## config.mk

```make
export PLATFORM = sky130hd
export DESIGN_NAME = radial_dead_zone_stick_top_flat
export DESIGN_NICKNAME = d
export VERILOG_FILES = /design/src/sv/rdzs_pkg.sv /design/src/sv/rdzs_if.sv /design/src/sv/radial_dead_zone_stick_top.sv /design/src/flat_wrapper.sv
export SDC_FILE = /design/constraint.sdc
export NUM_CORES = 1
export LEC_CHECK = 0
export CAP_MARGIN = 10
export CORE_ASPECT_RATIO = 1.25
export CORE_MARGIN = 2
export CORE_UTILIZATION = 40
export CTS_CLUSTER_SIZE = 10
export DETAILED_ROUTE_END_ITERATION = 10
export DONT_BUFFER_PORTS = 1
export SLEW_MARGIN = 20
export SYNTH_ARGS = -nofsm -noshare
export SYNTH_HDL_FRONTEND = slang
export SYNTH_SLANG_ARGS = --single-unit
```

## constraint.sdc

```tcl
create_clock -name clk -period 7.6 [get_ports clk]
set_input_delay 1.14 -clock clk [delete_from_list [all_inputs] [get_ports clk]]
set_output_delay 1.14 -clock clk [all_outputs]
set_load 0.1 [all_outputs]
```

## src/sv/rdzs_pkg.sv

```systemverilog
// shared constants and types of the radial dead zone stick
`default_nettype none

package rdzs_pkg;

    // field widths
    localparam int COORD_BITS = 12;
    localparam int FRAC_BITS  = 14;
    localparam int RAD_W      = 11;
    localparam int ELAPSED_W  = 16;
    localparam int STICK_W    = 16;
    localparam int CMD_W      = 2;
    localparam int KIND_W     = 3;
    localparam int CFG_IDX_W  = 2;
    localparam int CFG_DATA_W = 11;

    // datapath widths
    localparam int OP_W   = (COORD_BITS > RAD_W) ? COORD_BITS : RAD_W;
    localparam int PROD_W = 2 * OP_W;
    localparam int DIV_W  = PROD_W + FRAC_BITS;
    localparam int SUB_W  = DIV_W + 1;
    localparam int Q_W    = FRAC_BITS + 1;
    localparam int CNT_W  = $clog2((Q_W > COORD_BITS) ? Q_W : COORD_BITS);

    typedef logic [CMD_W-1:0]     cmd_t;
    typedef logic [KIND_W-1:0]    kind_t;
    typedef logic [CFG_IDX_W-1:0] cfg_idx_t;

    // commands
    localparam cmd_t CMD_BEGIN = 2'd0;
    localparam cmd_t CMD_MOVE  = 2'd1;
    localparam cmd_t CMD_END   = 2'd2;
    localparam cmd_t CMD_TICK  = 2'd3;

    // event kinds
    localparam kind_t KIND_NONE    = 3'd0;
    localparam kind_t KIND_BEGAN   = 3'd1;
    localparam kind_t KIND_MOVED   = 3'd2;
    localparam kind_t KIND_ENDED   = 3'd3;
    localparam kind_t KIND_UPDATED = 3'd4;

    // register indexes
    localparam cfg_idx_t CFG_OUTER  = 2'd0;
    localparam cfg_idx_t CFG_INNER  = 2'd1;
    localparam cfg_idx_t CFG_ENABLE = 2'd2;

    // register reset values
    localparam logic [RAD_W-1:0] OUTER_RESET = RAD_W'(64);
    localparam logic [RAD_W-1:0] INNER_RESET = RAD_W'(0);

endpackage

`default_nettype wire

```

## src/sv/rdzs_if.sv

```systemverilog
// touch and stick channel interfaces
`default_nettype none

interface rdzs_touch_if
    import rdzs_pkg::*;
();
    logic                         valid;
    logic                         ready;
    logic [CMD_W-1:0]             cmd;
    logic signed [COORD_BITS-1:0] x_pos;
    logic signed [COORD_BITS-1:0] y_pos;
    logic [ELAPSED_W-1:0]         elapsed;

    modport source (output valid, cmd, x_pos, y_pos, elapsed, input ready);
    modport sink   (input valid, cmd, x_pos, y_pos, elapsed, output ready);
endinterface

interface rdzs_stick_if
    import rdzs_pkg::*;
();
    logic                      valid;
    logic                      ready;
    logic [KIND_W-1:0]         event_kind;
    logic signed [STICK_W-1:0] stick_x;
    logic signed [STICK_W-1:0] stick_y;
    logic                      touch_accepted;
    logic [ELAPSED_W-1:0]      elapsed_out;

    modport source (output valid, event_kind, stick_x, stick_y, touch_accepted, elapsed_out,
                    input ready);
    modport sink   (input valid, event_kind, stick_x, stick_y, touch_accepted, elapsed_out,
                    output ready);
endinterface

`default_nettype wire

```

## src/sv/radial_dead_zone_stick_top.sv

```systemverilog
// Virtual analog stick with a radial dead zone. Each touch item (begin, move, end, tick)
// gives exactly one stick item. A begin, move or end runs through one shared 12x12
// multiplier and one shared subtract/compare unit under a small sequencer: squared
// distance, radius checks, a 12-step bit-serial square root, then two 15-step restoring
// divisions, one per axis. Touch ready stays low while an item is worked on, so the block
// takes one touch item at a time; a begin beyond the outer radius or a point in the dead
// zone drops out before the square root, and a tick, an ignored move or end, or a disabled
// begin goes straight to the hand-off. A finished item sits in an output register, so the
// next touch item is taken while the stick side stalls; the hand-off cycle stretches for
// as long as that register still holds an item nobody has taken. Configuration is a plain
// write port.
`default_nettype none

module radial_dead_zone_stick_top
    import rdzs_pkg::*;
(
    input  wire logic                  clk,
    input  wire logic                  rst_n,
    input  wire logic                  cfg_we,
    input  wire logic [CFG_IDX_W-1:0]  cfg_index,
    input  wire logic [CFG_DATA_W-1:0] cfg_data,
    rdzs_touch_if.sink                 touch,
    rdzs_stick_if.source               stick
);

    // sequencer states
    localparam int ST_W = 4;
    localparam logic [ST_W-1:0] ST_IDLE  = 4'd0;   // waiting for a touch item
    localparam logic [ST_W-1:0] ST_MXX   = 4'd1;   // d2 = x*x
    localparam logic [ST_W-1:0] ST_MYY   = 4'd2;   // d2 += y*y
    localparam logic [ST_W-1:0] ST_MOO   = 4'd3;   // lim = outer*outer (begin only)
    localparam logic [ST_W-1:0] ST_CHKO  = 4'd4;   // reject a begin beyond the outer radius
    localparam logic [ST_W-1:0] ST_MII   = 4'd5;   // lim = inner*inner
    localparam logic [ST_W-1:0] ST_CHKI  = 4'd6;   // dead zone test
    localparam logic [ST_W-1:0] ST_SQRT  = 4'd7;   // one root bit per cycle
    localparam logic [ST_W-1:0] ST_CLAMP = 4'd8;   // r = min(m, outer), r - inner
    localparam logic [ST_W-1:0] ST_MDEN  = 4'd9;   // den = m * (outer - inner)
    localparam logic [ST_W-1:0] ST_MNUM  = 4'd10;  // num = |axis| * (r - inner)
    localparam logic [ST_W-1:0] ST_DIV   = 4'd11;  // one quotient bit per cycle
    localparam logic [ST_W-1:0] ST_OUT   = 4'd12;  // hand item to output register

    // control and architectural state
    logic [ST_W-1:0]  state_reg, state_next;
    logic [RAD_W-1:0] outer_reg;
    logic [RAD_W-1:0] inner_reg;
    logic             enable_reg;
    logic             touching_reg, touching_next;
    logic [STICK_W-1:0] held_x_reg, held_x_next;
    logic [STICK_W-1:0] held_y_reg, held_y_next;
    logic             out_valid_reg, out_valid_next;

    // working registers of the current item
    logic [CMD_W-1:0]      cmd_reg, cmd_next;
    logic [COORD_BITS-1:0] mag_x_reg, mag_x_next;
    logic [COORD_BITS-1:0] mag_y_reg, mag_y_next;
    logic                  neg_x_reg, neg_x_next;
    logic                  neg_y_reg, neg_y_next;
    logic [RAD_W-1:0]      span_reg, span_next;
    logic                  degen_reg, degen_next;
    logic [PROD_W-1:0]     d2_reg, d2_next;
    logic [PROD_W-1:0]     lim_reg, lim_next;
    logic [DIV_W-1:0]      rem_reg, rem_next;
    logic [PROD_W-1:0]     root_reg, root_next;
    logic [PROD_W-1:0]     bit_reg, bit_next;
    logic [DIV_W-1:0]      dsh_reg, dsh_next;
    logic [PROD_W-1:0]     den_reg, den_next;
    logic [RAD_W-1:0]      rmi_reg, rmi_next;
    logic [Q_W-1:0]        q_reg, q_next;
    logic [CNT_W-1:0]      cnt_reg, cnt_next;
    logic                  axis_reg, axis_next;
    logic                  store_reg, store_next;

    // pending result
    logic [KIND_W-1:0]    res_kind_reg, res_kind_next;
    logic [STICK_W-1:0]   res_x_reg, res_x_next;
    logic [STICK_W-1:0]   res_y_reg, res_y_next;
    logic                 res_acc_reg, res_acc_next;
    logic [ELAPSED_W-1:0] res_el_reg, res_el_next;

    // output register
    logic [KIND_W-1:0]    out_kind_reg, out_kind_next;
    logic [STICK_W-1:0]   out_x_reg, out_x_next;
    logic [STICK_W-1:0]   out_y_reg, out_y_next;
    logic                 out_acc_reg, out_acc_next;
    logic [ELAPSED_W-1:0] out_el_reg, out_el_next;

    // shared multiplier
    logic [OP_W-1:0]   mul_a, mul_b;
    logic [PROD_W-1:0] prod;

    // shared subtract/compare unit
    logic [DIV_W-1:0] sub_a, sub_b;
    logic [SUB_W-1:0] diff;
    logic             borrow;

    // helpers
    logic                  accept;
    logic                  out_load;
    logic [COORD_BITS-1:0] in_mag_x, in_mag_y;
    logic [COORD_BITS-1:0] m_val;
    logic [OP_W-1:0]       r_val;
    logic [Q_W-1:0]        q_new;
    logic [STICK_W-1:0]    q_ext;
    logic [STICK_W-1:0]    q_signed;

    assign accept   = touch.valid && (state_reg == ST_IDLE);
    assign out_load = (state_reg == ST_OUT) && (!out_valid_reg || stick.ready);

    assign in_mag_x = touch.x_pos[COORD_BITS-1] ? COORD_BITS'(-touch.x_pos)
                                                : COORD_BITS'(touch.x_pos);
    assign in_mag_y = touch.y_pos[COORD_BITS-1] ? COORD_BITS'(-touch.y_pos)
                                                : COORD_BITS'(touch.y_pos);

    assign prod   = PROD_W'(mul_a) * PROD_W'(mul_b);
    assign diff   = {1'b0, sub_a} - {1'b0, sub_b};
    assign borrow = diff[DIV_W];

    // magnitude m and clamped radius r
    assign m_val = root_reg[COORD_BITS-1:0];
    assign r_val = (OP_W'(m_val) < OP_W'(outer_reg)) ? OP_W'(m_val) : OP_W'(outer_reg);

    // next quotient and its signed form
    assign q_new    = {q_reg[Q_W-2:0], ~borrow};
    assign q_ext    = STICK_W'(q_new);
    assign q_signed = (axis_reg ? neg_y_reg : neg_x_reg) ? -q_ext : q_ext;

    // operand select for the shared units
    always_comb
    begin
        mul_a = '0;
        mul_b = '0;
        sub_a = '0;
        sub_b = '0;
        unique case (state_reg)
            ST_MXX:
            begin
                mul_a = OP_W'(mag_x_reg);
                mul_b = OP_W'(mag_x_reg);
            end
            ST_MYY:
            begin
                mul_a = OP_W'(mag_y_reg);
                mul_b = OP_W'(mag_y_reg);
            end
            ST_MOO:
            begin
                mul_a = OP_W'(outer_reg);
                mul_b = OP_W'(outer_reg);
            end
            ST_MII:
            begin
                mul_a = OP_W'(inner_reg);
                mul_b = OP_W'(inner_reg);
            end
            ST_MDEN:
            begin
                mul_a = OP_W'(m_val);
                mul_b = OP_W'(span_reg);
            end
            ST_MNUM:
            begin
                mul_a = axis_reg ? OP_W'(mag_y_reg) : OP_W'(mag_x_reg);
                mul_b = OP_W'(rmi_reg);
            end
            ST_CHKO:
            begin
                // borrow means d2 > outer^2
                sub_a = DIV_W'(lim_reg);
                sub_b = DIV_W'(d2_reg);
            end
            ST_CHKI:
            begin
                // no borrow means d2 >= inner^2
                sub_a = DIV_W'(d2_reg);
                sub_b = DIV_W'(lim_reg);
            end
            ST_SQRT:
            begin
                sub_a = rem_reg;
                sub_b = DIV_W'(root_reg + bit_reg);
            end
            ST_DIV:
            begin
                sub_a = rem_reg;
                sub_b = dsh_reg;
            end
            default:
            begin
                mul_a = '0;
                mul_b = '0;
            end
        endcase
    end

    // sequencer
    always_comb
    begin
        state_next     = state_reg;
        touching_next  = touching_reg;
        held_x_next    = held_x_reg;
        held_y_next    = held_y_reg;
        out_valid_next = out_valid_reg && !stick.ready;

        cmd_next     = cmd_reg;
        mag_x_next   = mag_x_reg;
        mag_y_next   = mag_y_reg;
        neg_x_next   = neg_x_reg;
        neg_y_next   = neg_y_reg;
        span_next    = span_reg;
        degen_next   = degen_reg;
        d2_next      = d2_reg;
        lim_next     = lim_reg;
        rem_next     = rem_reg;
        root_next    = root_reg;
        bit_next     = bit_reg;
        dsh_next     = dsh_reg;
        den_next     = den_reg;
        rmi_next     = rmi_reg;
        q_next       = q_reg;
        cnt_next     = cnt_reg;
        axis_next    = axis_reg;
        store_next   = store_reg;

        res_kind_next = res_kind_reg;
        res_x_next    = res_x_reg;
        res_y_next    = res_y_reg;
        res_acc_next  = res_acc_reg;
        res_el_next   = res_el_reg;

        out_kind_next = out_kind_reg;
        out_x_next    = out_x_reg;
        out_y_next    = out_y_reg;
        out_acc_next  = out_acc_reg;
        out_el_next   = out_el_reg;

        unique case (state_reg)
            ST_IDLE:
            begin
                if (accept)
                begin
                    cmd_next      = touch.cmd;
                    mag_x_next    = in_mag_x;
                    mag_y_next    = in_mag_y;
                    neg_x_next    = touch.x_pos[COORD_BITS-1];
                    neg_y_next    = touch.y_pos[COORD_BITS-1];
                    span_next     = RAD_W'(outer_reg - inner_reg);
                    degen_next    = (outer_reg <= inner_reg);
                    store_next    = 1'b0;
                    res_kind_next = KIND_NONE;
                    res_x_next    = '0;
                    res_y_next    = '0;
                    res_acc_next  = 1'b0;
                    res_el_next   = '0;
                    state_next    = ST_OUT;
                    unique case (touch.cmd)
                        CMD_BEGIN:
                        begin
                            if (enable_reg)
                            begin
                                state_next = ST_MXX;
                            end
                        end
                        CMD_MOVE, CMD_END:
                        begin
                            if (touching_reg)
                            begin
                                state_next = ST_MXX;
                            end
                        end
                        CMD_TICK:
                        begin
                            // report the held vector while touching
                            if (touching_reg)
                            begin
                                res_kind_next = KIND_UPDATED;
                                res_x_next    = held_x_reg;
                                res_y_next    = held_y_reg;
                                res_el_next   = touch.elapsed;
                            end
                        end
                        default:
                        begin
                            state_next = ST_OUT;
                        end
                    endcase
                end
            end
            ST_MXX:
            begin
                d2_next    = prod;
                state_next = ST_MYY;
            end
            ST_MYY:
            begin
                d2_next    = d2_reg + prod;
                state_next = (cmd_reg == CMD_BEGIN) ? ST_MOO : ST_MII;
            end
            ST_MOO:
            begin
                lim_next   = prod;
                state_next = ST_CHKO;
            end
            ST_CHKO:
            begin
                // begin beyond the outer radius: a none item, no state change
                state_next = borrow ? ST_OUT : ST_MII;
            end
            ST_MII:
            begin
                lim_next   = prod;
                state_next = ST_CHKI;
            end
            ST_CHKI:
            begin
                store_next = 1'b1;
                unique case (cmd_reg)
                    CMD_BEGIN:
                    begin
                        res_kind_next = KIND_BEGAN;
                        res_acc_next  = 1'b1;
                    end
                    CMD_MOVE:
                    begin
                        res_kind_next = borrow ? KIND_NONE : KIND_MOVED;
                    end
                    CMD_END:
                    begin
                        res_kind_next = KIND_ENDED;
                    end
                    default:
                    begin
                        res_kind_next = KIND_NONE;
                    end
                endcase
                if (borrow)
                begin
                    // inside the dead zone: zero vector
                    state_next = ST_OUT;
                end
                else
                begin
                    rem_next   = DIV_W'(d2_reg);
                    root_next  = '0;
                    bit_next   = PROD_W'(1) << (2 * COORD_BITS - 2);
                    cnt_next   = CNT_W'(COORD_BITS - 1);
                    state_next = ST_SQRT;
                end
            end
            ST_SQRT:
            begin
                if (!borrow)
                begin
                    rem_next  = diff[DIV_W-1:0];
                    root_next = (root_reg >> 1) + bit_reg;
                end
                else
                begin
                    root_next = root_reg >> 1;
                end
                bit_next = bit_reg >> 2;
                if (cnt_reg == '0)
                begin
                    state_next = ST_CLAMP;
                end
                else
                begin
                    cnt_next = cnt_reg - CNT_W'(1);
                end
            end
            ST_CLAMP:
            begin
                rmi_next = RAD_W'(r_val - OP_W'(inner_reg));
                // zero magnitude or outer not above inner gives a zero vector
                state_next = (degen_reg || (m_val == '0)) ? ST_OUT : ST_MDEN;
            end
            ST_MDEN:
            begin
                den_next   = prod;
                axis_next  = 1'b0;
                state_next = ST_MNUM;
            end
            ST_MNUM:
            begin
                rem_next   = DIV_W'(prod) << FRAC_BITS;
                dsh_next   = DIV_W'(den_reg) << FRAC_BITS;
                q_next     = '0;
                cnt_next   = CNT_W'(Q_W - 1);
                state_next = ST_DIV;
            end
            ST_DIV:
            begin
                if (!borrow)
                begin
                    rem_next = diff[DIV_W-1:0];
                end
                dsh_next = dsh_reg >> 1;
                q_next   = q_new;
                if (cnt_reg == '0)
                begin
                    if (axis_reg)
                    begin
                        res_y_next = q_signed;
                        state_next = ST_OUT;
                    end
                    else
                    begin
                        res_x_next = q_signed;
                        axis_next  = 1'b1;
                        state_next = ST_MNUM;
                    end
                end
                else
                begin
                    cnt_next = cnt_reg - CNT_W'(1);
                end
            end
            ST_OUT:
            begin
                if (out_load)
                begin
                    out_valid_next = 1'b1;
                    out_kind_next  = res_kind_reg;
                    out_x_next     = res_x_reg;
                    out_y_next     = res_y_reg;
                    out_acc_next   = res_acc_reg;
                    out_el_next    = res_el_reg;
                    if (store_reg)
                    begin
                        held_x_next   = res_x_reg;
                        held_y_next   = res_y_reg;
                        touching_next = (cmd_reg != CMD_END);
                    end
                    state_next = ST_IDLE;
                end
            end
            default:
            begin
                state_next = ST_IDLE;
            end
        endcase
    end

    // control state, configuration and held vector
    always_ff @(posedge clk or negedge rst_n)
    begin
        if (!rst_n)
        begin
            state_reg     <= ST_IDLE;
            touching_reg  <= 1'b0;
            held_x_reg    <= '0;
            held_y_reg    <= '0;
            out_valid_reg <= 1'b0;
            outer_reg     <= OUTER_RESET;
            inner_reg     <= INNER_RESET;
            enable_reg    <= 1'b1;
        end
        else
        begin
            state_reg     <= state_next;
            touching_reg  <= touching_next;
            held_x_reg    <= held_x_next;
            held_y_reg    <= held_y_next;
            out_valid_reg <= out_valid_next;
            if (cfg_we)
            begin
                unique case (cfg_index)
                    CFG_OUTER:  outer_reg  <= cfg_data[RAD_W-1:0];
                    CFG_INNER:  inner_reg  <= cfg_data[RAD_W-1:0];
                    CFG_ENABLE: enable_reg <= cfg_data[0];
                    default:
                    begin
                        enable_reg <= enable_reg;
                    end
                endcase
            end
        end
    end

    // datapath registers
    always_ff @(posedge clk)
    begin
        cmd_reg      <= cmd_next;
        mag_x_reg    <= mag_x_next;
        mag_y_reg    <= mag_y_next;
        neg_x_reg    <= neg_x_next;
        neg_y_reg    <= neg_y_next;
        span_reg     <= span_next;
        degen_reg    <= degen_next;
        d2_reg       <= d2_next;
        lim_reg      <= lim_next;
        rem_reg      <= rem_next;
        root_reg     <= root_next;
        bit_reg      <= bit_next;
        dsh_reg      <= dsh_next;
        den_reg      <= den_next;
        rmi_reg      <= rmi_next;
        q_reg        <= q_next;
        cnt_reg      <= cnt_next;
        axis_reg     <= axis_next;
        store_reg    <= store_next;
        res_kind_reg <= res_kind_next;
        res_x_reg    <= res_x_next;
        res_y_reg    <= res_y_next;
        res_acc_reg  <= res_acc_next;
        res_el_reg   <= res_el_next;
        out_kind_reg <= out_kind_next;
        out_x_reg    <= out_x_next;
        out_y_reg    <= out_y_next;
        out_acc_reg  <= out_acc_next;
        out_el_reg   <= out_el_next;
    end

    // channel outputs
    assign touch.ready          = (state_reg == ST_IDLE);
    assign stick.valid          = out_valid_reg;
    assign stick.event_kind     = out_kind_reg;
    assign stick.stick_x        = out_x_reg;
    assign stick.stick_y        = out_y_reg;
    assign stick.touch_accepted = out_acc_reg;
    assign stick.elapsed_out    = out_el_reg;

endmodule

`default_nettype wire

```

## src/flat_wrapper.sv

```systemverilog
// flat-port wrapper written by rule: the top's interface ports become plain ports
module radial_dead_zone_stick_top_flat import rdzs_pkg::*;
  (clk, rst_n, cfg_we, cfg_index, cfg_data, touch_valid, touch_cmd, touch_x_pos, touch_y_pos, touch_elapsed, touch_ready, stick_valid, stick_event_kind, stick_stick_x, stick_stick_y, stick_touch_accepted, stick_elapsed_out, stick_ready);
  rdzs_touch_if touch_i ();
  rdzs_stick_if stick_i ();
  input  wire logic clk;
  input  wire logic rst_n;
  input  wire logic cfg_we;
  input  wire logic [CFG_IDX_W-1:0] cfg_index;
  input  wire logic [CFG_DATA_W-1:0] cfg_data;
  input wire logic [$bits(touch_i.valid)-1:0] touch_valid;
  input wire logic [$bits(touch_i.cmd)-1:0] touch_cmd;
  input wire logic [$bits(touch_i.x_pos)-1:0] touch_x_pos;
  input wire logic [$bits(touch_i.y_pos)-1:0] touch_y_pos;
  input wire logic [$bits(touch_i.elapsed)-1:0] touch_elapsed;
  output wire logic [$bits(touch_i.ready)-1:0] touch_ready;
  output wire logic [$bits(stick_i.valid)-1:0] stick_valid;
  output wire logic [$bits(stick_i.event_kind)-1:0] stick_event_kind;
  output wire logic [$bits(stick_i.stick_x)-1:0] stick_stick_x;
  output wire logic [$bits(stick_i.stick_y)-1:0] stick_stick_y;
  output wire logic [$bits(stick_i.touch_accepted)-1:0] stick_touch_accepted;
  output wire logic [$bits(stick_i.elapsed_out)-1:0] stick_elapsed_out;
  input wire logic [$bits(stick_i.ready)-1:0] stick_ready;
  assign touch_i.valid = touch_valid;
  assign touch_i.cmd = touch_cmd;
  assign touch_i.x_pos = touch_x_pos;
  assign touch_i.y_pos = touch_y_pos;
  assign touch_i.elapsed = touch_elapsed;
  assign touch_ready = touch_i.ready;
  assign stick_valid = stick_i.valid;
  assign stick_event_kind = stick_i.event_kind;
  assign stick_stick_x = stick_i.stick_x;
  assign stick_stick_y = stick_i.stick_y;
  assign stick_touch_accepted = stick_i.touch_accepted;
  assign stick_elapsed_out = stick_i.elapsed_out;
  assign stick_i.ready = stick_ready;
  radial_dead_zone_stick_top u_core (.clk(clk), .rst_n(rst_n), .cfg_we(cfg_we), .cfg_index(cfg_index), .cfg_data(cfg_data), .touch(touch_i), .stick(stick_i));
endmodule
```

==> metrics.md <==
| Metric | Value |
|---|---|
| Total core area | `0.0708 mm2` |
| Cell area after synthesis | `0.0286 mm2` |
| HP Class | `in -> async` |
| Final WL | `roughly 81 mm` |
| RSZ-0062 raised after global routing | `true` |
| Total Routing Usage GR | `between 20% and 30%` |
| CP Data Required Time | `between 7 and 8 ns` |
| Post-synthesis simple-gate area fraction | `between 10% and 20%` |
| Post-DRT Antenna Nets | `0` |
| Total CTS buffers | `50` |
| Initial antenna violation count | `0` |
| Setup_tns | `0 ns` |
| Worst skew pair latency | `just over 0.6 ns` |
| Crit-path max FO | `6` |
| Root buffer cell | `clkbuf_16` |
| Layout cells sized above 1 | `approximately 16%` |
| Clk slew on worst S/H paths | `about 0.07 ns` |
| Cells after synthesis | `between 2000 and 3000` |
| Syn avg cell area | `around 11 um2` |
| Critical Path End Type | `flop` |
| Fmax | `132 MHz` |
| RePlAce Congestion | `between 0.8 and 0.9` |
| # nets final | `3193` |
| Tcrit/Tclk final | `99.9%` |
| Seq cells post-synth | `between 400 and 500` |
| Final hold vios | `0` |
| Rel. slew slack | `around 29%` |
| Area after DPL | `about 0.031 mm2` |
| Sequential area share after synthesis | `between 40 and 50%` |
| Main flop type after synthesis | `edfxtp_1` |
| H-Tree Depth | `2` |
| Fillers | `6402` |
| CTS tree | `done` |
| Pre-CTS WS | `-0.196 ns` |
| Final HPWL from detailed placement | `between 60 and 70 mm` |
| Die area | `approximately 0.074 mm2` |
| Largest net degree at the start of global routing | `just over 60` |
| Synth async-reset ratio | `14.5%` |
| Final Cell Area | `0.0329 mm2` |
| Mux cell area share after synthesis | `between 3 and 4%` |
| Max Cap Violations | `0` |
| DRT Pass-1 Iters | `10` |
| Fin crit period | `approximately 7.6 ns` |
| Post-Synth Adder-Cell Area | `around 15%` |
| Cell variety after synth | `99` |
| Worst setup margin | `around 0.005 ns` |
| Input/output buffers | `0` |
| Routed length per instance | `21.1 um` |
| Clock buffer depth | `3` |
| Count of flip-flops with a built-in enable after synthesis | `359` |
| Post-synthesis xor/xnor area fraction | `4.04%` |
| Vias in the first global route | `approximately 22000` |
| Crit start category | `flop` |
| GRT Residual Overflow | `0` |
| Reg-to-Reg Start | `u_core.state_reg[1]$_DFFE_PN0P_` |
| DRT iter0 DRCs | `approximately 1500` |
| Worst Path Class, Setup | `reg -> reg` |
| Compound-gate portion of the synthesized area | `15.8%` |
| # DRC | `0` |
| CP startpoint | `u_core.state_reg[1]$_DFFE_PN0P_` |
| Worst reg-to-reg path cell count | `32` |
| Setup violators final | `0` |
| Post-CTS Hold Buffers | `0` |
| CP max-delay cell | `fa_1` |
| First-pass GRT wire length | `roughly 120 mm` |
| I/O pin total | `114` |
| CTS Sinks | `420` |
| Worst Max-Slew Pin Slew | `around 1.1 ns` |
| Vias per cell | `around 5.6` |
| Clock Skew | `around 0.044 ns` |
| Overall via count from detail_route | `between 20000 and 25000` |
| Post-synthesis net count | `3073` |
| CP peak stage delay | `just over 0.5 ns` |
| Slew Viols, Final | `0` |
| Critical Path AT | `7.94 ns` |
| Synth-to-Final Area Change | `14.9%` |
| Main combinational cell family by area after synthesis | `compound AO/OA/AOI/OAI gates` |
| Core Util, Final | `a little under half` |
| Row cnt | `109` |
| Ant. Diodes | `0` |
| Status | `finished, final reports clean` |
| Synth warn | `0` |
| Die height | `between 300 and 400 um` |
| DIE WIDTH | `about 240 um` |
| Starting Density | `roughly 40%` |
## kinds of logic after synthesis
family / after synthesis
AND/OR/NAND/NOR: 797
buffers and inverters: 355
AO/OA/AOI/OAI: 644
multiplexers: 83
adder cells (fa/ha/maj): 291
flip-flops: 420
XOR/XNOR: 132
## cell usage in the layout (no fill, tap or decap), drive strengths merged, types with 24 or more instances in the layout
master    n
a211oi   27
a21o     64
a21oi   125
a221o    35
a222oi   24
a22oi    24
and2    117
and3     26
buf     197
clkbuf   80
dfrtp    59
edfxtp  359
fa      104
ha      187
inv     224
mux2     69
nand2   332
nand3    43
nor2    116
nor3     35
o21ai   143
or3      29
xnor2    80
xor2     52
## layout make-up
cell class,count,area (um2),area share (%)
Tap cell,943,1180,3.59
Multi-Input combinational cell,1947,15500,47.1
Clock inverter,9,98.8,0.301
Timing Repair Buffer,197,1610,4.89
Inverter,226,848,2.58
Clock buffer,80,1360,4.15
Sequential cell,420,12300,37.4
## cells in the mapped netlist, drive strengths merged (17+ instances only)
cell	n	area, um2
or3	29	191
dfrtp	59	1480
nand2	332	1250
xnor2	80	701
fa	104	2080
xor2	52	455
a221oi	22	199
o21bai	20	150
a21o	64	485
o31ai	18	140
nand2b	20	125
a22o	17	149
a221o	35	350
nand3	43	215
buf	39	236
a21boi	18	135
edfxtp	359	10800
a21oi	125	637
a222oi	24	240
ha	187	2340
mux2	69	777
nor3	35	180
a31oi	23	144
clkbuf	90	343
nor2b	23	144
nor2	116	435
inv	224	841
a22oi	24	180
a211oi	27	213
and3	26	166
and2	117	733
o21ai	143	727
## metrics by stage
stage | instances | hold WS (ns)
global placement | 3714 | 0.401
floorplan | 2722 | 0.400
global route | 3822 | 0.191
detailed placement | 3714 | 0.405
finish | 3822 | 0.219
CTS | 3805 | 0.182
## timing repair
action,CTS,global route
gates resized for setup,13,103
buffers inserted,2,16
setup endpoints to repair,8,11
pin swaps,4,53
cloned,0,2
## path summary, 6_finish.rpt
kind	endpoint	slack, ns
worst min register to register	u_core.stick.elapsed_out[5]$_DFFE_PP_	0.42
worst max-delay path	u_core.d2_reg[23]$_DFFE_PP_	0.005
min in group clk	u_core.stick.elapsed_out[5]$_DFFE_PP_	0.42
worst max register to register	u_core.d2_reg[23]$_DFFE_PP_	0.005
worst min-delay path	u_core.held_y_reg[12]$_DFFE_PN0P_	0.22
max in group asynchronous	u_core.outer_reg[6]$_DFFE_PN1P_	7.17
## per-layer routing
metal	up-vias	GRT usage (%)	share of wire, %
met5	-	0	0
met1	10671	25.0	40
li1	10080	-	-
met2	598	40.4	52
met3	152	2.47	4.0
met4	0	8.81	3.8
## critical path: cells and delay by family, from the launching register on
kind,cells,cell delay (ns)
xor+xnor,2,0.26
compound gates,7,1.55
fa+ha+maj,7,2.95
mux,1,0.24
flops,1,0.43
buf+inv,9,1.13
simple gates,6,0.79
Power is left out: the tool's default activity adds up to more than one toggle a clock period on the data nets, which glitch-free logic cannot reach.
